## config.mk

```make
export PLATFORM = sky130hd
export DESIGN_NAME = epaper_diff_erase_ink_mask_flat
export DESIGN_NICKNAME = d
export VERILOG_FILES = /design/src/rtl/epdm_pkg.sv /design/src/rtl/epdm_in_if.sv /design/src/rtl/epdm_out_if.sv /design/src/rtl/epdm_rect_lane.sv /design/src/rtl/epdm_merge.sv /design/src/rtl/epaper_diff_erase_ink_mask.sv /design/src/flat_wrapper.sv
export SDC_FILE = /design/constraint.sdc
export NUM_CORES = 1
export LEC_CHECK = 0
export ABC_CLOCK_PERIOD_IN_PS = 5900
export BUFFER_PORTS_ARGS = -buffer_cell sky130_fd_sc_hd__buf_4
export CORE_ASPECT_RATIO = 1.4
export CORE_MARGIN = 1
export CORE_UTILIZATION = 54
export CTS_BUF_LIST = sky130_fd_sc_hd__clkbuf_16
export CTS_CLUSTER_SIZE = 10
export DETAILED_ROUTE_END_ITERATION = 7
export PLACE_DENSITY = 0.81
export SLEW_MARGIN = 0
export SYNTH_ARGS = -nofsm -noshare
export SYNTH_HDL_FRONTEND = slang
export SYNTH_HIERARCHICAL = 1
export SYNTH_SLANG_ARGS = --single-unit
```

## constraint.sdc

```tcl
create_clock -name clk -period 5.9 [get_ports clk]
set_clock_uncertainty 0.15 [all_clocks]
set_input_delay 1.18 -clock clk [delete_from_list [all_inputs] [get_ports clk]]
set_output_delay 1.18 -clock clk [all_outputs]
set_load 0.02 [all_outputs]
```

## src/rtl/epdm_pkg.sv

```systemverilog
// shared widths, codes and inter-module structs for the e-paper erase/ink mask block
// no dependencies
package epdm_pkg;

  localparam int ROW_W      = 10;
  localparam int BCOL_W     = 9;
  localparam int BYTE_W     = 8;
  localparam int COL_W      = 10;
  localparam int NIB_W      = 4;
  localparam int SLOT_W     = 3;
  localparam int RECT_W     = 10;
  localparam int CNT_OUT_W  = 19;
  localparam int ADDR_W     = 16;
  localparam int BOFS_W     = 3;
  localparam int CFG_IDX_W  = 2;
  localparam int CFG_DATA_W = 10;

  localparam logic [COL_W-1:0] COL_START_RST     = 10'd0;
  localparam logic [COL_W-1:0] COL_WIDTH_RST     = 10'd960;
  localparam logic [NIB_W-1:0] INK_MAX_RST       = 4'd12;
  localparam logic [NIB_W-1:0] PERSIST_COUNT_RST = 4'd0;

  localparam logic [NIB_W-1:0] NIB_WHITE = 4'h0;
  localparam logic [NIB_W-1:0] NIB_HOLD  = 4'hF;

  localparam logic REQ_PIXEL = 1'b0;
  localparam logic REQ_RECT  = 1'b1;

  typedef enum logic [CFG_IDX_W-1:0] {
    CFG_COL_START     = 2'd0,
    CFG_COL_WIDTH     = 2'd1,
    CFG_INK_MAX       = 2'd2,
    CFG_PERSIST_COUNT = 2'd3
  } cfg_idx_t;

  // rect table write toward one lane
  typedef struct packed {
    logic              wr;
    logic [RECT_W-1:0] left;
    logic [RECT_W-1:0] top;
    logic [RECT_W-1:0] width;
    logic [RECT_W-1:0] height;
  } rect_wr_t;

  // lookup toward every lane
  typedef struct packed {
    logic             adv;
    logic             active;
    logic [COL_W-1:0] px0;
    logic [ROW_W-1:0] row;
  } lane_req_t;

  // first stage contents for one pixel pair
  typedef struct packed {
    logic              band_first;
    logic              band_last;
    logic [ROW_W-1:0]  row;
    logic [BCOL_W-1:0] byte_col;
    logic [1:0]        in_span;
    logic [1:0]        cur_ink;
    logic [1:0]        prev_ink;
  } pix_stage_t;

endpackage

```

## src/rtl/epdm_in_if.sv

```systemverilog
// input channel: pixel pair or persistent rect load, valid/ready
// depends on epdm_pkg
interface epdm_in_if;
  import epdm_pkg::*;

  logic              valid;
  logic              ready;
  logic              req_type;
  logic              band_first;
  logic              band_last;
  logic [ROW_W-1:0]  pixel_row;
  logic [BCOL_W-1:0] byte_col;
  logic [BYTE_W-1:0] cur_byte;
  logic [BYTE_W-1:0] prev_byte;
  logic [SLOT_W-1:0] rect_slot;
  logic [RECT_W-1:0] rect_left;
  logic [RECT_W-1:0] rect_top;
  logic [RECT_W-1:0] rect_width;
  logic [RECT_W-1:0] rect_height;

  modport source (
    output valid, req_type, band_first, band_last, pixel_row, byte_col, cur_byte,
           prev_byte, rect_slot, rect_left, rect_top, rect_width, rect_height,
    input  ready
  );
  modport sink (
    input  valid, req_type, band_first, band_last, pixel_row, byte_col, cur_byte,
           prev_byte, rect_slot, rect_left, rect_top, rect_width, rect_height,
    output ready
  );
endinterface

```

## src/rtl/epdm_out_if.sv

```systemverilog
// result channel: erase mask, ink bits, ink byte address and offset, running band counts, valid/ready
// depends on epdm_pkg
interface epdm_out_if;
  import epdm_pkg::*;

  logic                 valid;
  logic                 ready;
  logic [BYTE_W-1:0]    erase_mask;
  logic [1:0]           ink_bits;
  logic [ADDR_W-1:0]    ink_byte_addr;
  logic [BOFS_W-1:0]    ink_bit_offset;
  logic                 any_erase;
  logic [CNT_OUT_W-1:0] erase_count;
  logic [CNT_OUT_W-1:0] ink_count;
  logic                 band_end;

  modport source (
    output valid, erase_mask, ink_bits, ink_byte_addr, ink_bit_offset, any_erase,
           erase_count, ink_count, band_end,
    input  ready
  );
  modport sink (
    input  valid, erase_mask, ink_bits, ink_byte_addr, ink_bit_offset, any_erase,
           erase_count, ink_count, band_end,
    output ready
  );
endinterface

```

## src/rtl/epdm_rect_lane.sv

```systemverilog
// one persistent rect slot: holds the rect and tests both pixels of a pair against it
// depends on epdm_pkg
module epdm_rect_lane (
  input  logic                clk,
  input  epdm_pkg::rect_wr_t  wr,
  input  epdm_pkg::lane_req_t req,
  output logic [1:0]          hit_r
);
  import epdm_pkg::*;

  logic [RECT_W-1:0] left_r, top_r, width_r, height_r;
  logic [RECT_W:0]   right_end, bot_end;
  logic [COL_W-1:0]  px [2];
  logic              row_ok;
  logic [1:0]        hit_nxt;

  // rect contents are undefined until loaded
  always_ff @(posedge clk) begin
    if (wr.wr) begin
      left_r   <= wr.left;
      top_r    <= wr.top;
      width_r  <= wr.width;
      height_r <= wr.height;
    end
  end

  always_comb begin
    right_end = {1'b0, left_r} + {1'b0, width_r};
    bot_end   = {1'b0, top_r} + {1'b0, height_r};
    px[0]     = req.px0;
    px[1]     = {req.px0[COL_W-1:1], 1'b1};
    row_ok    = (req.row >= top_r) && ({1'b0, req.row} < bot_end);
    for (int k = 0; k < 2; k++) begin
      hit_nxt[k] = req.active && row_ok && (px[k] >= left_r) &&
                   ({1'b0, px[k]} < right_end);
    end
  end

  always_ff @(posedge clk) begin
    if (req.adv) begin
      hit_r <= hit_nxt;
    end
  end

endmodule

```

## src/rtl/epdm_merge.sv

```systemverilog
// merge of lane hits, per-pixel erase/ink decision, band counters and output register
// depends on epdm_pkg and epdm_out_if
module epdm_merge #(
  parameter int PANEL_WIDTH  = 960,
  parameter int PANEL_HEIGHT = 540,
  parameter int MAX_PERSIST  = 8
) (
  input  logic                                clk,
  input  logic                                rst_n,
  input  logic                                valid_a,
  input  epdm_pkg::pix_stage_t                stage_a,
  input  logic [MAX_PERSIST-1:0][1:0]         hits,
  output logic                                a_take,
  epdm_out_if.source                          out_ch
);
  import epdm_pkg::*;

  localparam int unsigned LIM      = PANEL_WIDTH * PANEL_HEIGHT;
  localparam int          LIM_W    = $clog2(LIM + 1);
  localparam int          CNT_W    = (LIM_W > CNT_OUT_W) ? LIM_W : CNT_OUT_W;
  localparam int          ROW_BYTES = PANEL_WIDTH / 8;
  localparam logic [CNT_W-1:0] CNT_LIM = CNT_W'(LIM);

  logic [1:0]        pers, er, ik, inked;
  logic [1:0]        n_er, n_ink;
  logic [CNT_W-1:0]  er_base, ink_base, er_cnt_r, ink_cnt_r, er_cnt_nxt, ink_cnt_nxt;
  logic [CNT_W:0]    er_sum, ink_sum;
  logic              seen_r, seen_nxt, out_valid_r, out_valid_nxt;
  logic [BYTE_W-1:0] mask_nxt, mask_r;
  logic [1:0]        ink_bits_r;
  logic [ADDR_W-1:0] addr_nxt, addr_r;
  logic [BOFS_W-1:0] ofs_r;
  logic              band_end_r;

  assign a_take = valid_a && (!out_valid_r || out_ch.ready);

  always_comb begin
    pers = '0;
    for (int i = 0; i < MAX_PERSIST; i++) begin
      pers = pers | hits[i];
    end
    er    = stage_a.in_span & stage_a.prev_ink & (~pers | ~stage_a.cur_ink);
    ik    = stage_a.in_span & stage_a.cur_ink & ~(pers & stage_a.prev_ink);
    inked = stage_a.in_span & stage_a.cur_ink;
    mask_nxt = {er[1] ? NIB_WHITE : NIB_HOLD, er[0] ? NIB_WHITE : NIB_HOLD};
    n_er  = {1'b0, er[0]} + {1'b0, er[1]};
    n_ink = {1'b0, inked[0]} + {1'b0, inked[1]};

    // band start clears before this pair is counted
    er_base  = stage_a.band_first ? '0 : er_cnt_r;
    ink_base = stage_a.band_first ? '0 : ink_cnt_r;
    er_sum   = {1'b0, er_base} + (CNT_W + 1)'(n_er);
    ink_sum  = {1'b0, ink_base} + (CNT_W + 1)'(n_ink);
    er_cnt_nxt  = (er_sum > {1'b0, CNT_LIM}) ? CNT_LIM : er_sum[CNT_W-1:0];
    ink_cnt_nxt = (ink_sum > {1'b0, CNT_LIM}) ? CNT_LIM : ink_sum[CNT_W-1:0];
    seen_nxt    = (stage_a.band_first ? 1'b0 : seen_r) || (er != 2'b00);

    // ink plane keeps adjacent bytes swapped
    addr_nxt = ADDR_W'(32'(stage_a.row) * ROW_BYTES) +
               ADDR_W'(stage_a.byte_col[BCOL_W-1:2] ^ 7'd1);

    if (a_take) begin
      out_valid_nxt = 1'b1;
    end else if (out_ch.ready) begin
      out_valid_nxt = 1'b0;
    end else begin
      out_valid_nxt = out_valid_r;
    end
  end

  always_ff @(posedge clk) begin
    if (!rst_n) begin
      out_valid_r <= 1'b0;
      er_cnt_r    <= '0;
      ink_cnt_r   <= '0;
      seen_r      <= 1'b0;
    end else begin
      out_valid_r <= out_valid_nxt;
      if (a_take) begin
        er_cnt_r  <= er_cnt_nxt;
        ink_cnt_r <= ink_cnt_nxt;
        seen_r    <= seen_nxt;
      end
    end
  end

  always_ff @(posedge clk) begin
    if (a_take) begin
      mask_r     <= mask_nxt;
      ink_bits_r <= ik;
      addr_r     <= addr_nxt;
      ofs_r      <= {stage_a.byte_col[1:0], 1'b0};
      band_end_r <= stage_a.band_last;
    end
  end

  assign out_ch.valid          = out_valid_r;
  assign out_ch.erase_mask     = mask_r;
  assign out_ch.ink_bits       = ink_bits_r;
  assign out_ch.ink_byte_addr  = addr_r;
  assign out_ch.ink_bit_offset = ofs_r;
  assign out_ch.any_erase      = seen_r;
  assign out_ch.erase_count    = er_cnt_r[CNT_OUT_W-1:0];
  assign out_ch.ink_count      = ink_cnt_r[CNT_OUT_W-1:0];
  assign out_ch.band_end       = band_end_r;

endmodule

```

## src/rtl/epaper_diff_erase_ink_mask.sv

```systemverilog
// top level of the e-paper differential erase / ink mask generator
// depends on epdm_pkg, epdm_in_if, epdm_out_if, epdm_rect_lane and epdm_merge

// One pixel pair (a framebuffer byte of two 4-bit pixels plus the byte shown
// before) is taken per clock while the output is not stalled and gives one
// result: an erase nibble per pixel (0x0 drive white, 0xF leave), one ink bit
// per pixel, the swapped ink byte address and bit offset, and running band
// counts. Throughput is one transfer per cycle unless the output stalls. The
// two register stages are stage a, which holds the span and ink tests beside
// the registered rect compare in the lanes, and the output register, which is
// fed by the merge/counter logic and offers the result. A rect load transfer
// writes one persistent rect slot and gives no result. Each of the MAX_PERSIST
// lanes holds one rect and compares both pixels against it in parallel. The
// rect slots hold no reset value and must be loaded before persist_count
// enables them. Configuration writes take effect at once and are meant to
// happen only while idle.
module epaper_diff_erase_ink_mask #(
  parameter int PANEL_WIDTH  = 960,
  parameter int PANEL_HEIGHT = 540,
  parameter int MAX_PERSIST  = 8
) (
  input  logic                            clk,
  input  logic                            rst_n,
  epdm_in_if.sink                         in_ch,
  epdm_out_if.source                      out_ch,
  input  logic                            cfg_we,
  input  logic [epdm_pkg::CFG_IDX_W-1:0]  cfg_index,
  input  logic [epdm_pkg::CFG_DATA_W-1:0] cfg_wdata
);
  import epdm_pkg::*;

  // configuration registers
  logic [COL_W-1:0] col_start_r, col_width_r;
  logic [NIB_W-1:0] ink_max_r, persist_count_r;

  always_ff @(posedge clk) begin
    if (!rst_n) begin
      col_start_r     <= COL_START_RST;
      col_width_r     <= COL_WIDTH_RST;
      ink_max_r       <= INK_MAX_RST;
      persist_count_r <= PERSIST_COUNT_RST;
    end else if (cfg_we) begin
      unique case (cfg_idx_t'(cfg_index))
        CFG_COL_START:     col_start_r     <= cfg_wdata[COL_W-1:0];
        CFG_COL_WIDTH:     col_width_r     <= cfg_wdata[COL_W-1:0];
        CFG_INK_MAX:       ink_max_r       <= cfg_wdata[NIB_W-1:0];
        CFG_PERSIST_COUNT: persist_count_r <= cfg_wdata[NIB_W-1:0];
        default: ;
      endcase
    end
  end

  // handshake: stage a drains into the output register whenever that frees up
  logic       valid_a_r, valid_a_nxt, a_take, in_xfer, pix_load, rect_load;
  pix_stage_t stage_a_r, stage_a_nxt;

  assign in_ch.ready = !valid_a_r || a_take;
  assign in_xfer     = in_ch.valid && in_ch.ready;
  assign pix_load    = in_xfer && (in_ch.req_type == REQ_PIXEL);
  assign rect_load   = in_xfer && (in_ch.req_type == REQ_RECT);

  // span and ink tests on the incoming pair
  logic [COL_W:0]   span_end;
  logic [COL_W-1:0] px [2];
  logic [NIB_W-1:0] cn [2];
  logic [NIB_W-1:0] pn [2];

  always_comb begin
    span_end = {1'b0, col_start_r} + {1'b0, col_width_r};
    px[0]    = {in_ch.byte_col, 1'b0};
    px[1]    = {in_ch.byte_col, 1'b1};
    cn[0]    = in_ch.cur_byte[NIB_W-1:0];
    cn[1]    = in_ch.cur_byte[BYTE_W-1:NIB_W];
    pn[0]    = in_ch.prev_byte[NIB_W-1:0];
    pn[1]    = in_ch.prev_byte[BYTE_W-1:NIB_W];
    stage_a_nxt.band_first = in_ch.band_first;
    stage_a_nxt.band_last  = in_ch.band_last;
    stage_a_nxt.row        = in_ch.pixel_row;
    stage_a_nxt.byte_col   = in_ch.byte_col;
    for (int k = 0; k < 2; k++) begin
      // span end may run past the panel, so compare one bit wider
      stage_a_nxt.in_span[k]  = (px[k] >= col_start_r) && ({1'b0, px[k]} < span_end);
      stage_a_nxt.cur_ink[k]  = cn[k] <= ink_max_r;
      stage_a_nxt.prev_ink[k] = pn[k] <= ink_max_r;
    end

    if (pix_load) begin
      valid_a_nxt = 1'b1;
    end else if (a_take) begin
      valid_a_nxt = 1'b0;
    end else begin
      valid_a_nxt = valid_a_r;
    end
  end

  always_ff @(posedge clk) begin
    if (!rst_n) begin
      valid_a_r <= 1'b0;
    end else begin
      valid_a_r <= valid_a_nxt;
    end
  end

  always_ff @(posedge clk) begin
    if (pix_load) begin
      stage_a_r <= stage_a_nxt;
    end
  end

  // persistent rect lanes, one slot each; loads to slots past the lanes drop
  logic [MAX_PERSIST-1:0][1:0] hits;

  for (genvar i = 0; i < MAX_PERSIST; i++) begin : g_lane
    rect_wr_t  lane_wr;
    lane_req_t lane_req;

    always_comb begin
      lane_wr.wr      = rect_load && (32'(in_ch.rect_slot) == i);
      lane_wr.left    = in_ch.rect_left;
      lane_wr.top     = in_ch.rect_top;
      lane_wr.width   = in_ch.rect_width;
      lane_wr.height  = in_ch.rect_height;
      lane_req.adv    = pix_load;
      // slot i is in use when persist_count covers it, which also caps the count
      lane_req.active = 32'(persist_count_r) > i;
      lane_req.px0    = px[0];
      lane_req.row    = in_ch.pixel_row;
    end

    epdm_rect_lane u_lane (
      .clk   (clk),
      .wr    (lane_wr),
      .req   (lane_req),
      .hit_r (hits[i])
    );
  end

  // merge, decide, count and hold the result
  epdm_merge #(
    .PANEL_WIDTH  (PANEL_WIDTH),
    .PANEL_HEIGHT (PANEL_HEIGHT),
    .MAX_PERSIST  (MAX_PERSIST)
  ) u_merge (
    .clk     (clk),
    .rst_n   (rst_n),
    .valid_a (valid_a_r),
    .stage_a (stage_a_r),
    .hits    (hits),
    .a_take  (a_take),
    .out_ch  (out_ch)
  );

`ifndef SYNTHESIS
  // a full first stage behind a stalled output must hold off new transfers
  a_stall_blocks_input: assert property (@(posedge clk) disable iff (!rst_n)
    (valid_a_r && out_ch.valid && !out_ch.ready) |-> !in_ch.ready)
    else $error("input ready while pipeline is full and stalled");

  // any erased pixel in a result implies the band erase flag
  a_erase_sets_flag: assert property (@(posedge clk) disable iff (!rst_n)
    (out_ch.valid && ((out_ch.erase_mask[3:0] == NIB_WHITE) ||
                      (out_ch.erase_mask[7:4] == NIB_WHITE))) |-> out_ch.any_erase)
    else $error("erase nibble without any_erase");

  // a rect load never leads to a result
  a_rect_no_result: assert property (@(posedge clk) disable iff (!rst_n)
    (rect_load && !valid_a_r && !out_ch.valid) |=> !valid_a_r)
    else $error("rect load entered the pixel pipeline");
`endif

endmodule

```

## src/flat_wrapper.sv

```systemverilog
// flat-port wrapper written by rule: the top's interface ports become plain ports
module epaper_diff_erase_ink_mask_flat import epdm_pkg::*;
#(
  parameter int PANEL_WIDTH  = 960,
  parameter int PANEL_HEIGHT = 540,
  parameter int MAX_PERSIST  = 8
)
  (clk, rst_n, cfg_we, cfg_index, cfg_wdata, in_ch_valid, in_ch_req_type, in_ch_band_first, in_ch_band_last, in_ch_pixel_row, in_ch_byte_col, in_ch_cur_byte, in_ch_prev_byte, in_ch_rect_slot, in_ch_rect_left, in_ch_rect_top, in_ch_rect_width, in_ch_rect_height, in_ch_ready, out_ch_valid, out_ch_erase_mask, out_ch_ink_bits, out_ch_ink_byte_addr, out_ch_ink_bit_offset, out_ch_any_erase, out_ch_erase_count, out_ch_ink_count, out_ch_band_end, out_ch_ready);
  epdm_in_if in_ch_i ();
  epdm_out_if out_ch_i ();
  input  logic clk;
  input  logic rst_n;
  input  logic cfg_we;
  input  logic [epdm_pkg::CFG_IDX_W-1:0] cfg_index;
  input  logic [epdm_pkg::CFG_DATA_W-1:0] cfg_wdata;
  input wire logic [$bits(in_ch_i.valid)-1:0] in_ch_valid;
  input wire logic [$bits(in_ch_i.req_type)-1:0] in_ch_req_type;
  input wire logic [$bits(in_ch_i.band_first)-1:0] in_ch_band_first;
  input wire logic [$bits(in_ch_i.band_last)-1:0] in_ch_band_last;
  input wire logic [$bits(in_ch_i.pixel_row)-1:0] in_ch_pixel_row;
  input wire logic [$bits(in_ch_i.byte_col)-1:0] in_ch_byte_col;
  input wire logic [$bits(in_ch_i.cur_byte)-1:0] in_ch_cur_byte;
  input wire logic [$bits(in_ch_i.prev_byte)-1:0] in_ch_prev_byte;
  input wire logic [$bits(in_ch_i.rect_slot)-1:0] in_ch_rect_slot;
  input wire logic [$bits(in_ch_i.rect_left)-1:0] in_ch_rect_left;
  input wire logic [$bits(in_ch_i.rect_top)-1:0] in_ch_rect_top;
  input wire logic [$bits(in_ch_i.rect_width)-1:0] in_ch_rect_width;
  input wire logic [$bits(in_ch_i.rect_height)-1:0] in_ch_rect_height;
  output wire logic [$bits(in_ch_i.ready)-1:0] in_ch_ready;
  output wire logic [$bits(out_ch_i.valid)-1:0] out_ch_valid;
  output wire logic [$bits(out_ch_i.erase_mask)-1:0] out_ch_erase_mask;
  output wire logic [$bits(out_ch_i.ink_bits)-1:0] out_ch_ink_bits;
  output wire logic [$bits(out_ch_i.ink_byte_addr)-1:0] out_ch_ink_byte_addr;
  output wire logic [$bits(out_ch_i.ink_bit_offset)-1:0] out_ch_ink_bit_offset;
  output wire logic [$bits(out_ch_i.any_erase)-1:0] out_ch_any_erase;
  output wire logic [$bits(out_ch_i.erase_count)-1:0] out_ch_erase_count;
  output wire logic [$bits(out_ch_i.ink_count)-1:0] out_ch_ink_count;
  output wire logic [$bits(out_ch_i.band_end)-1:0] out_ch_band_end;
  input wire logic [$bits(out_ch_i.ready)-1:0] out_ch_ready;
  assign in_ch_i.valid = in_ch_valid;
  assign in_ch_i.req_type = in_ch_req_type;
  assign in_ch_i.band_first = in_ch_band_first;
  assign in_ch_i.band_last = in_ch_band_last;
  assign in_ch_i.pixel_row = in_ch_pixel_row;
  assign in_ch_i.byte_col = in_ch_byte_col;
  assign in_ch_i.cur_byte = in_ch_cur_byte;
  assign in_ch_i.prev_byte = in_ch_prev_byte;
  assign in_ch_i.rect_slot = in_ch_rect_slot;
  assign in_ch_i.rect_left = in_ch_rect_left;
  assign in_ch_i.rect_top = in_ch_rect_top;
  assign in_ch_i.rect_width = in_ch_rect_width;
  assign in_ch_i.rect_height = in_ch_rect_height;
  assign in_ch_ready = in_ch_i.ready;
  assign out_ch_valid = out_ch_i.valid;
  assign out_ch_erase_mask = out_ch_i.erase_mask;
  assign out_ch_ink_bits = out_ch_i.ink_bits;
  assign out_ch_ink_byte_addr = out_ch_i.ink_byte_addr;
  assign out_ch_ink_bit_offset = out_ch_i.ink_bit_offset;
  assign out_ch_any_erase = out_ch_i.any_erase;
  assign out_ch_erase_count = out_ch_i.erase_count;
  assign out_ch_ink_count = out_ch_i.ink_count;
  assign out_ch_band_end = out_ch_i.band_end;
  assign out_ch_i.ready = out_ch_ready;
  epaper_diff_erase_ink_mask #(.PANEL_WIDTH(PANEL_WIDTH), .PANEL_HEIGHT(PANEL_HEIGHT), .MAX_PERSIST(MAX_PERSIST)) u_core (.clk(clk), .rst_n(rst_n), .in_ch(in_ch_i), .out_ch(out_ch_i), .cfg_we(cfg_we), .cfg_index(cfg_index), .cfg_wdata(cfg_wdata));
endmodule
```

**Word-level counts from Yosys, hierarchy flattened**

Index checks and enable logic that the tools add are counted.

- Bitwise logic cells: 18
- Equal/unequal tests: 10
- $lt $le $gt $ge: 66
- Multiply operators: 1
- Reduce and logical (&&, ||, !) cells: 76
- Add/sub/neg operators: 22
- Multiplexer cells: 11

Operators by type and width:

| cell | number |
|---|---|
| $lt A10 B11 Y1 | 26 |
| $ge A10 B10 Y1 | 26 |
| $add A10 B10 Y11 | 17 |
| $mux W19 | 4 |
| $logic_and A1 B1 Y1 | 62 |
| $add A19 B2 Y20 | 2 |
| $gt A20 B19 Y1 const B | 2 |
| $add A16 B7 Y16 | 1 |
| $gt A4 B3 Y1 const B | 4 |
| $le A4 B4 Y1 | 4 |
| $or A2 B2 Y2 | 8 |
| $mul A10 B4 Y13 const B | 1 |
| $eq A3 B3 Y1 const B | 4 |
| $and A2 B2 Y2 | 5 |
| $gt A4 B1 Y1 const B | 2 |
| $gt A4 B2 Y1 const B | 2 |
| $mux W4 | 2 |
| $reduce_and A2 Y1 | 4 |
| $eq A3 B2 Y1 const B | 2 |
| $not A2 Y2 | 3 |
| $reduce_bool A2 Y1 | 3 |
| $mux W1 | 5 |
| $add A1 B1 Y2 | 2 |
| $eq A2 B2 Y1 const B | 2 |
| other kinds (7) | 11 |

- Bits of input ports: 98
- Bits in registers: 461
- Output and inout port bits: 71
- Logic and storage cells: 265

**Longest topological paths before layout**

Gate-level depths: netlist of the first run.

- Depth in word-level cells: 14
- Depth in mapped cells: 17
- Gate-level depth less buffers: 15

**Modules after synthesis**

The synthesis of the first run kept the hierarchy.

By module, submodules not included:

| module | area each (µm²) | instances | cells each | seq. area each (µm²) |
|---|---|---|---|---|
| epdm_rect_lane at u_core.g_lane[1].u_lane ... | 3,017.9 | 4 | 265 | 1,261.2 |
| epdm_rect_lane at u_core.g_lane[0].u_lane ... | 3,017.9 | 2 | 264 | 1,261.2 |
| epdm_merge | 4,928.5 | 1 | 558 | 1,491.4 |
| epaper_diff_erase_ink_mask | 3,235.6 | 1 | 318 | 1,391.3 |
| epdm_rect_lane at u_core.g_lane[3].u_lane | 3,007.9 | 1 | 257 | 1,261.2 |
| epdm_rect_lane at u_core.g_lane[5].u_lane | 3,002.9 | 1 | 257 | 1,261.2 |

**Worst setup path after synthesis of the first run**

Ideal clock, no wire load.

- Path kind: input to register
- Start: in out_ch_ready
- End: reg u_core.g_lane[0].u_lane.height_r[0], enable pin
- Data required time: 5.263 ns
- Arrival: 5.928 ns
- Library setup time: 0.487 ns
- Stages on the path: 9
- Slack: -0.666 ns
- Path buffers: 2
- Cell sequence: nand2b_1 nand2_1 inv_1 clkbuf_1 clkbuf_1 nor2b_1 inv_1 nand4b_1 nor3_1

RTL lines:

| item | RTL line | text |
|---|---|---|
| start: declaration | flat_wrapper.sv:39 | `input wire logic [$bits(out_ch_i.ready)-1:0] out_ch_ready;` |
| end signal: assignment | epdm_rect_lane.sv:23 | `height_r <= wr.height;` |
| end: declaration | epdm_rect_lane.sv:11 | `logic [RECT_W-1:0] left_r, top_r, width_r, height_r;` |

**Worst setup path after layout of the first run**

- Start: reg u_core.g_lane[1].u_lane.hit_r[0]
- End: reg u_core.u_merge.er_cnt_r[8], in the netlist u_core/u_merge/out_ch.erase_count[8]

- Cells in the longest elaborated chain, start to end: 14

RTL lines:

| item | RTL line | text |
|---|---|---|
| start: declaration | epdm_rect_lane.sv:7 | `output logic [1:0] hit_r` |
| start signal: assignment | epdm_rect_lane.sv:41 | `hit_r <= hit_nxt;` |
| $or A2 B2 Y2 * (7 in a row) | epdm_merge.sv:40 | `pers = pers \| hits[i];` |
| $not A2 Y2 * | epdm_merge.sv:42 | `er = stage_a.in_span & stage_a.prev_ink & (~pers \| ~stage_a.cur_ink);` |
| $or A2 B2 Y2 * | epdm_merge.sv:42 |  |
| $and A2 B2 Y2 * | epdm_merge.sv:42 |  |
| $add A1 B1 Y2 * | epdm_merge.sv:46 | `n_er = {1'b0, er[0]} + {1'b0, er[1]};` |
| $add A19 B2 Y20 * | epdm_merge.sv:52 | `er_sum = {1'b0, er_base} + (CNT_W + 1)'(n_er);` |
| $gt A20 B19 Y1 | epdm_merge.sv:54 | `er_cnt_nxt = (er_sum > {1'b0, CNT_LIM}) ? CNT_LIM : er_sum[CNT_W-1:0];` |
| $mux W19 * | epdm_merge.sv:54 |  |
| end signal: assignment | epdm_merge.sv:80 | `er_cnt_r <= er_cnt_nxt;` |
| end: declaration | epdm_merge.sv:26 | `logic [CNT_W-1:0] er_base, ink_base, er_cnt_r, ink_cnt_r, er_cnt_nxt, ink_cnt_nxt;` |

Mark *: on every way between the ends. The rest lies on a longest branch, timed or not.
A chain may end at the register's enable or synchronous reset.

==> run_results.csv, run 1 <==
group,metric,value,unit
status,status,"finished, final reports clean",
synthesis,synth_enable_flop_cells,386,
timing,finalHoldViolCount,0,
cts,clkSinkCount,455,
place,dpl_cell_area,34400,sq um
cts,htree_levels,2,
timing,layout_min_cycle_time,4.96,ns
routing,top_layer,"met5",
min_path,worstHoldPathType,"flip-flop to flip-flop",
worst_setup_path,r2r_end,"u_core/u_merge/out_ch.erase_count[8]$_SDFFE_PN0P_",
job,max-cap-violations,0,
routing,vias,24000,
global_route,antenna_found_initial,1,
synthesis,synth_top_area_share,0.359,
cts,cts_buffer_depth,3,
global_route,gr-total-overflow,0,
cts,cts_tree,"yes",
timing,setup_viol,0,
timing,max_freq,0.201,GHz
worst_setup_path,crit_type,"flip-flop to flip-flop",
worst_setup_path,endpoint_kind,"flip-flop",
worst_setup_path,cpMostUsedCell,"nand2_1",
cts,cts_resized,0,
timing,period_share,0.841,
cts,cts.hold.buffers_added,0,
cts,cts_setup_buffers,0,
worst_setup_path,worstPathRequired,6.28,ns
min_path,whs_endpoint,"u_core/u_merge/out_ch.ink_byte_addr[2]$_DFFE_PP_",
min_path,min_path_cells,0,
floorplan,core_area,58900,sq um
power,power.density,215,nW/um^2
worst_setup_path,cp_max_fo,9,
global_route,grt_pass1_wl,125,mm
power,total_power,7.71,mW
min_path,min_from,"u_core/stage_a_r[10]$_DFFE_PP_",
routing,wl_met2,40.9,mm
synthesis,synth_area_leaders,"edfxtp_1, ha_1, dfxtp_1",
finish,drive_gt1_frac,0.104,
synthesis,synth_flop_cell,"edfxtp_1",
place,routabilityCongestion,0.915,
global_route,grt_pass1_vias,23800,
global_route,track_usage,0.265,
floorplan,std_cell_rows,105,
finish,stdcell_area,35900,sq um
worst_setup_path,crit_arrival,5.34,ns
cts,cts.clk_slew.worst_paths,0.05,ns
synthesis,yosysUniqueCellTypes,105,
timing,tightest_slew,1.24,ns
floorplan,initial_core_util,0.548,
routing,drcViolationCount,0,
routing,via_per_inst,6.09,
floorplan,die_w,209,um
worst_setup_path,cpMaxStageDelayCell,"o22ai_1",
timing,finalSetupTns,0,ns
routing,m1WireLength,31.7,mm
synthesis,netlist.top_cell.by_area,"edfxtp_1",
global_route,grt_max_degree,60,
synthesis,async_flop_share,0,
cts,worstSkewPairLatency,0.60,ns
worst_setup_path,rrSetupSlack,0.94,ns
power,irDropWorstVdd,0.208,mV
floorplan,dieArea,60800,sq um
worst_setup_path,crit_family,"simple AND/OR/NAND/NOR gates",
worst_setup_path,crit_chain,"nor4_1 > nand2_1 > nand2_1 > nand3_1 > fa_1 > inv_1 > ha_1 > nand4_1 > nor4_1 > nand3_1 > xnor2_1 > or4_1 > o22ai_1 > buf_4 > nand2_1 > a31oi_1",
worst_setup_path,startpoint_type,"flip-flop",
cts,numCtsBuffers,53,
worst_setup_path,slowest_delay,0.60,ns
routing,wl_met3,4.51,mm
worst_setup_path,reg2reg_depth,16,
synthesis,syn_area_per_cell,10.8,sq um
timing,finalMaxSlewViolations,0,
timing,rsz0062_at_grt,"no",
routing,antenna_left,0,
routing,drt_iter0_drc,1746,
timing,relSlewSlack,0.169,
floorplan,io_pins,169,
cts,root_buffer,"clkbuf_16",
place,numPortBuffers,167,
worst_setup_path,critPathBufInv,2,
synthesis,yosysWarnings,6,
floorplan,die_y,291,um
place,dp_hpwl,58.0,mm
finish,synthToLayoutAreaGrowth,11.3,%
synthesis,ys_ff_latch,455,
synthesis,synth_cells,2978,
routing,firstDrtPassIters,5,
finish,nets,3854,
synthesis,synthesis.area,32300,sq um
routing,wl,81.4,mm
worst_setup_path,r2r-start,"u_core/g_lane[1].u_lane/hit_r[0]$_DFFE_PP_",
power,power_leakage,15.7,nW
synthesis,ys_seq_area_frac,0.402,
routing,wl_per_cell,20.6,um
finish,antenna_cells,0,
==> sequential cells by signal, summed over array words and instances (netlist names), 2 cells and up <==
| name | count |
|---|---|
| u_core/col_start_r | 10 |
| u_core/col_width_r | 10 |
| u_core/g_lane.u_lane/height_r | 80 |
| u_core/g_lane.u_lane/hit_r | 16 |
| u_core/g_lane.u_lane/left_r | 80 |
| u_core/g_lane.u_lane/top_r | 80 |
| u_core/g_lane.u_lane/width_r | 80 |
| u_core/ink_max_r | 4 |
| u_core/persist_count_r | 4 |
| u_core/stage_a_r | 27 |
| u_core/u_merge/out_ch.erase_count | 19 |
| u_core/u_merge/out_ch.erase_mask | 2 |
| u_core/u_merge/out_ch.ink_bit_offset | 2 |
| u_core/u_merge/out_ch.ink_bits | 2 |
| u_core/u_merge/out_ch.ink_byte_addr | 16 |
| u_core/u_merge/out_ch.ink_count | 19 |
==> how the worst max path moves through the flow <==
stage | startpoint | to | cells past startpoint
6_report | u_core/g_lane[1].u_lane/hit_r[0]$_DFFE_PP_ | u_core/u_merge/out_ch.erase_count[8]$_SDFFE_PN0P_ | 16
5_1_grt | u_core/g_lane[4].u_lane/hit_r[1]$_DFFE_PP_ | u_core/u_merge/out_ch.erase_count[18]$_SDFFE_PN0P_ | 16
4_1_cts | u_core/g_lane[4].u_lane/hit_r[0]$_DFFE_PP_ | u_core/u_merge/out_ch.erase_count[3]$_SDFFE_PN0P_ | 16
3_5_place_dp | u_core/g_lane[1].u_lane/hit_r[1]$_DFFE_PP_ | u_core/u_merge/out_ch.erase_count[3]$_SDFFE_PN0P_ | 16
3_3_place_gp | u_core/g_lane[1].u_lane/hit_r[1]$_DFFE_PP_ | u_core/u_merge/out_ch.erase_count[3]$_SDFFE_PN0P_ | 16
2_1_floorplan | out_ch_ready | u_core/g_lane[3].u_lane/height_r[0]$_DFFE_PP_ | 9
==> layout by cell type, fill, tap and decap left out, drive strengths merged, types with 11 or more instances in the layout <==
| cell | instances |
|---|---|
| nand2b | 69 |
| o21ai | 111 |
| o211ai | 29 |
| buf | 176 |
| o311a | 14 |
| and3 | 23 |
| a21o | 131 |
| xor2 | 110 |
| or3 | 17 |
| dfxtp | 69 |
| a21boi | 16 |
| nor2 | 123 |
| o22ai | 13 |
| a31oi | 28 |
| a2111oi | 19 |
| xnor2 | 51 |
| a21oi | 225 |
| nor3 | 33 |
| nor4 | 30 |
| o21a | 37 |
| mux2i | 11 |
| nand3 | 62 |
| nand2 | 178 |
| a31o | 13 |
| or2 | 14 |
| o221a | 12 |
| nand4 | 56 |
| inv | 294 |
| fa | 37 |
| clkbuf | 55 |
| nor2b | 51 |
| ha | 547 |
| edfxtp | 386 |
==> metrics by stage <==
step	worst slack [ns]	utilization	hold WS [ns]	cells
floorplan	0.398	-	0.250	2985
global placement	0.986	0.585	0.255	3866
detailed placement	0.956	0.585	0.256	3866
CTS	0.947	0.610	0.269	3950
global route	0.447	0.610	0.276	3950
finish	0.937	0.610	0.267	3950
==> metal layers <==
metal	track usage	vias up
met5	0	-
met4	0.133	2
met3	0.0329	225
met2	0.486	819
met1	0.302	11500
li1	-	11500
==> where the power goes <==
part | internal (mW) | leakage, nW | switching (mW)
clock network | 1.65 | 0.814 | 1.26
registers | 3.58 | 4.06 | 0.0426
logic | 0.474 | 10.8 | 0.706
==> final cells by class <==
cell class | instances | area (sq um)
Sequential cell | 455 | 13000
Multi-Input combinational cell | 2216 | 18200
Clock inverter | 29 | 123
Tap cell | 749 | 937
Fill cell | 4655 | 22900
Inverter | 270 | 1010
Timing Repair Buffer | 176 | 1320
Clock buffer | 55 | 1380
==> cell usage after synthesis (all sizes together) (62+ instances only) <==
cell type	n
a21o	131
nand2	178
o21ai	111
dfxtp	69
a21oi	225
nand3	62
nand2b	69
ha	547
nor2	123
edfxtp	386
inv	270
xor2	110
==> cell families (layout without fill, tap and decap cells) <==
kind of cell / Yosys count / after routing / synth area share
DFF: 455 / 455 / 0.402
muxes: 11 / 11 / 0.00341
xor gates and xnor gates: 161 / 161 / 0.0437
and+or+nand+nor: 703 / 703 / 0.114
other: 2 / 9 / 0.000233
adders and majority gates: 584 / 584 / 0.235
AOI/OAI and AO/OA: 748 / 748 / 0.164
buffers and inverters: 314 / 530 / 0.0382
(Power assumes the default switching activity.)
==> inputs of run 2 (changes only) <==
ABC_CLOCK_PERIOD_IN_PS = 4500   (was 5900)
clock period = 4.5 ns   (was 5.9 ns; I/O delays follow)
==> run_results.csv, run 2 (synthesis gave the netlist of run 1 again) <==
group,metric,value,unit
cts,cts_setup_buffers,0,
floorplan,dieArea,60800,sq um
worst_setup_path,critPathBufInv,0,
min_path,worstHoldPathType,"flip-flop to flip-flop",
power,combPwrFrac,0.154,
routing,vias,24000,
floorplan,io_pins,169,
routing,firstDrtPassIters,8,
timing,finalMaxSlewViolations,0,
place,dp_hpwl,58.2,mm
timing,setup_viol,0,
worst_setup_path,reg2reg_depth,13,
cts,worstSkewPairLatency,0.61,ns
routing,via_per_inst,6.05,
worst_setup_path,crit_family,"compound AO/OA/AOI/OAI gates",
timing,period_share,0.941,
worst_setup_path,crit_type,"flip-flop to flip-flop",
finish,layout_commonest_cell,"ha_1",
min_path,min_path_cells,0,
worst_setup_path,rrSetupSlack,0.27,ns
finish,final_util,0.613,
finish,fin_cells,3975,
cts,htree_levels,2,
routing,wl,80.7,mm
job,max-cap-violations,0,
power,seqPwrFrac,0.473,
power,total_power,10.0,mW
timing,setup_ws,0.266,ns
worst_setup_path,crit_chain,"ha_1 > fa_1 > a211o_1 > o211ai_2 > or2b_1 > a21oi_1 > xor2_1 > ha_1 > a21oi_1 > o211ai_1 > a221o_1 > a2111oi_2 > o221a_1",
place,post-place-ws,-0.0424,ns
global_route,antenna_found_initial,2,
floorplan,std_cell_rows,105,
worst_setup_path,startpoint_type,"flip-flop",
floorplan,initial_core_util,0.548,
cts,numCtsBuffers,52,
power,power.density,278,nW/um^2
worst_setup_path,endpoint_kind,"flip-flop",
timing,hold_slack,0.266,ns
timing,max_freq,0.236,GHz
routing,antenna_left,0,
worst_setup_path,crit_arrival,4.51,ns
cts,cts_buffer_depth,3,
worst_setup_path,cp_max_fo,3,
power,swShare,0.263,
power,clkPwrFrac,0.373,
finish,n_fill_cell,4708,
cts,cts.clk_slew.worst_paths,0.05,ns
cts,root_buffer,"clkbuf_16",
place,routabilityCongestion,0.898,
cts,cts.hold.buffers_added,0,
timing,rsz0062_at_grt,"no",
power,irDropWorstVdd,0.290,mV
min_path,min_from,"u_core/stage_a_r[6]$_DFFE_PP_",
floorplan,die_w,209,um
global_route,grt_max_degree,60,
global_route,grt_pass1_vias,23900,
place,dpl.cell_count,3890,
finish,layout_common_cells,"ha_1, edfxtp_1, inv_1",
status,status,"finished, final reports clean",
finish,nets,3877,
timing,finalHoldViolCount,0,
global_route,grt_pass1_wl,125,mm
global_route,gr-total-overflow,0,
global_route,track_usage,0.264,
worst_setup_path,slowest_delay,0.58,ns
routing,wl_per_cell,20.3,um
floorplan,die_y,291,um
timing,tightest_slew,1.15,ns
worst_setup_path,r2r_end,"u_core/g_lane[0].u_lane/hit_r[0]$_DFFE_PP_",
worst_setup_path,cpMaxStageDelayCell,"a2111oi_2",
finish,drive_gt1_frac,0.112,
routing,drcViolationCount,0,
timing,relSlewSlack,0.227,
min_path,whs_endpoint,"u_core/u_merge/out_ch.ink_bit_offset[1]$_DFFE_PP_",
floorplan,core_area,58900,sq um
cts,cts_tree,"yes",
power,intPower,7.41,mW
place,numPortBuffers,167,
worst_setup_path,r2r-start,"u_core/g_lane[0].u_lane/top_r[0]$_DFFE_PP_",
power,power_leakage,15.8,nW
routing,drt_iter0_drc,1570,
timing,layout_min_cycle_time,4.23,ns
power,power.switching,2.64,mW
finish,synthToLayoutAreaGrowth,11.8,%
worst_setup_path,worstPathRequired,4.78,ns
cts,clkSinkCount,455,
==> run 2: changes by cell type in the layout (fill, tap and decap cells not counted), moves of 2 or more <==
cell,before,now
buf_4,176,200
inv_1,292,296
nor4_1,29,25
nor4_2,1,5
clkbuf_16,55,53
==> run 2: cell type report <==
cell class | instances | area (sq um) | area share
Clock inverter | 31 | 126 | 0.00350
Inverter | 270 | 1010 | 0.0281
Tap cell | 749 | 937 | 0.0260
Timing Repair Buffer | 200 | 1500 | 0.0416
Antenna cell | 1 | 2.50 | 0.0000693
Multi-Input combinational cell | 2216 | 18200 | 0.505
Clock buffer | 53 | 1330 | 0.0367
Sequential cell | 455 | 13000 | 0.359
==> run 2: metrics by stage <==
| stage | TNS, ns | cell area (sq um) |
|---|---|---|
| final | 0 | 36100 |
| after global routing | 0 | 36100 |
| after CTS | 0 | 36100 |
| after detailed placement | -0.0424 | 34600 |
| after global placement | 0 | 34600 |
| after floorplan | -38.73 | 32300 |
==> run 2: worst max path at each step <==
stage	slack, ns	cells past startpoint	to	from
2_1_floorplan	-0.28	9	u_core/g_lane[5].u_lane/height_r[0]$_DFFE_PP_	out_ch_ready
3_3_place_gp	0.03	16	u_core/u_merge/out_ch.erase_count[4]$_SDFFE_PN0P_	u_core/g_lane[1].u_lane/hit_r[1]$_DFFE_PP_
3_5_place_dp	-0.04	16	u_core/u_merge/out_ch.erase_count[4]$_SDFFE_PN0P_	u_core/g_lane[0].u_lane/hit_r[1]$_DFFE_PP_
4_1_cts	0.01	13	u_core/u_merge/out_ch.ink_byte_addr[15]$_DFFE_PP_	u_core/stage_a_r[15]$_DFFE_PP_
5_1_grt	0.002	13	u_core/g_lane[1].u_lane/hit_r[0]$_DFFE_PP_	u_core/g_lane[1].u_lane/left_r[1]$_DFFE_PP_
6_report	0.27	13	u_core/g_lane[0].u_lane/hit_r[0]$_DFFE_PP_	u_core/g_lane[0].u_lane/top_r[0]$_DFFE_PP_
==> run 2: power groups by stage <==
stage,logic (mW),clock network (mW),registers [mW]
after global placement,1.48,0,4.83
final,1.55,3.75,4.75
after global routing,1.72,3.98,4.76
after CTS,1.54,3.83,4.75
after floorplan,0.952,0,4.86
after detailed placement,1.53,0,4.83
==> run 2: repair_timing <==
item	CTS	global route
endpoints found under the setup margin	1	17
gates resized for setup	1	7
hold endpoints to repair	0	0
pin swaps	0	4
cloned	0	0
==> run 2: routing by layer <==
| layer | share of wire | wire length [um] | vias up | global-route usage |
|---|---|---|---|---|
| li1 | - | - | 11500 | - |
| met1 | 0.39 | 31200 | 11500 | 0.298 |
| met2 | 0.50 | 40200 | 781 | 0.474 |
| met3 | 0.057 | 4590 | 268 | 0.0392 |
| met4 | 0.058 | 4710 | 2 | 0.146 |
| met5 | 0.00012 | 10 | - | 0 |
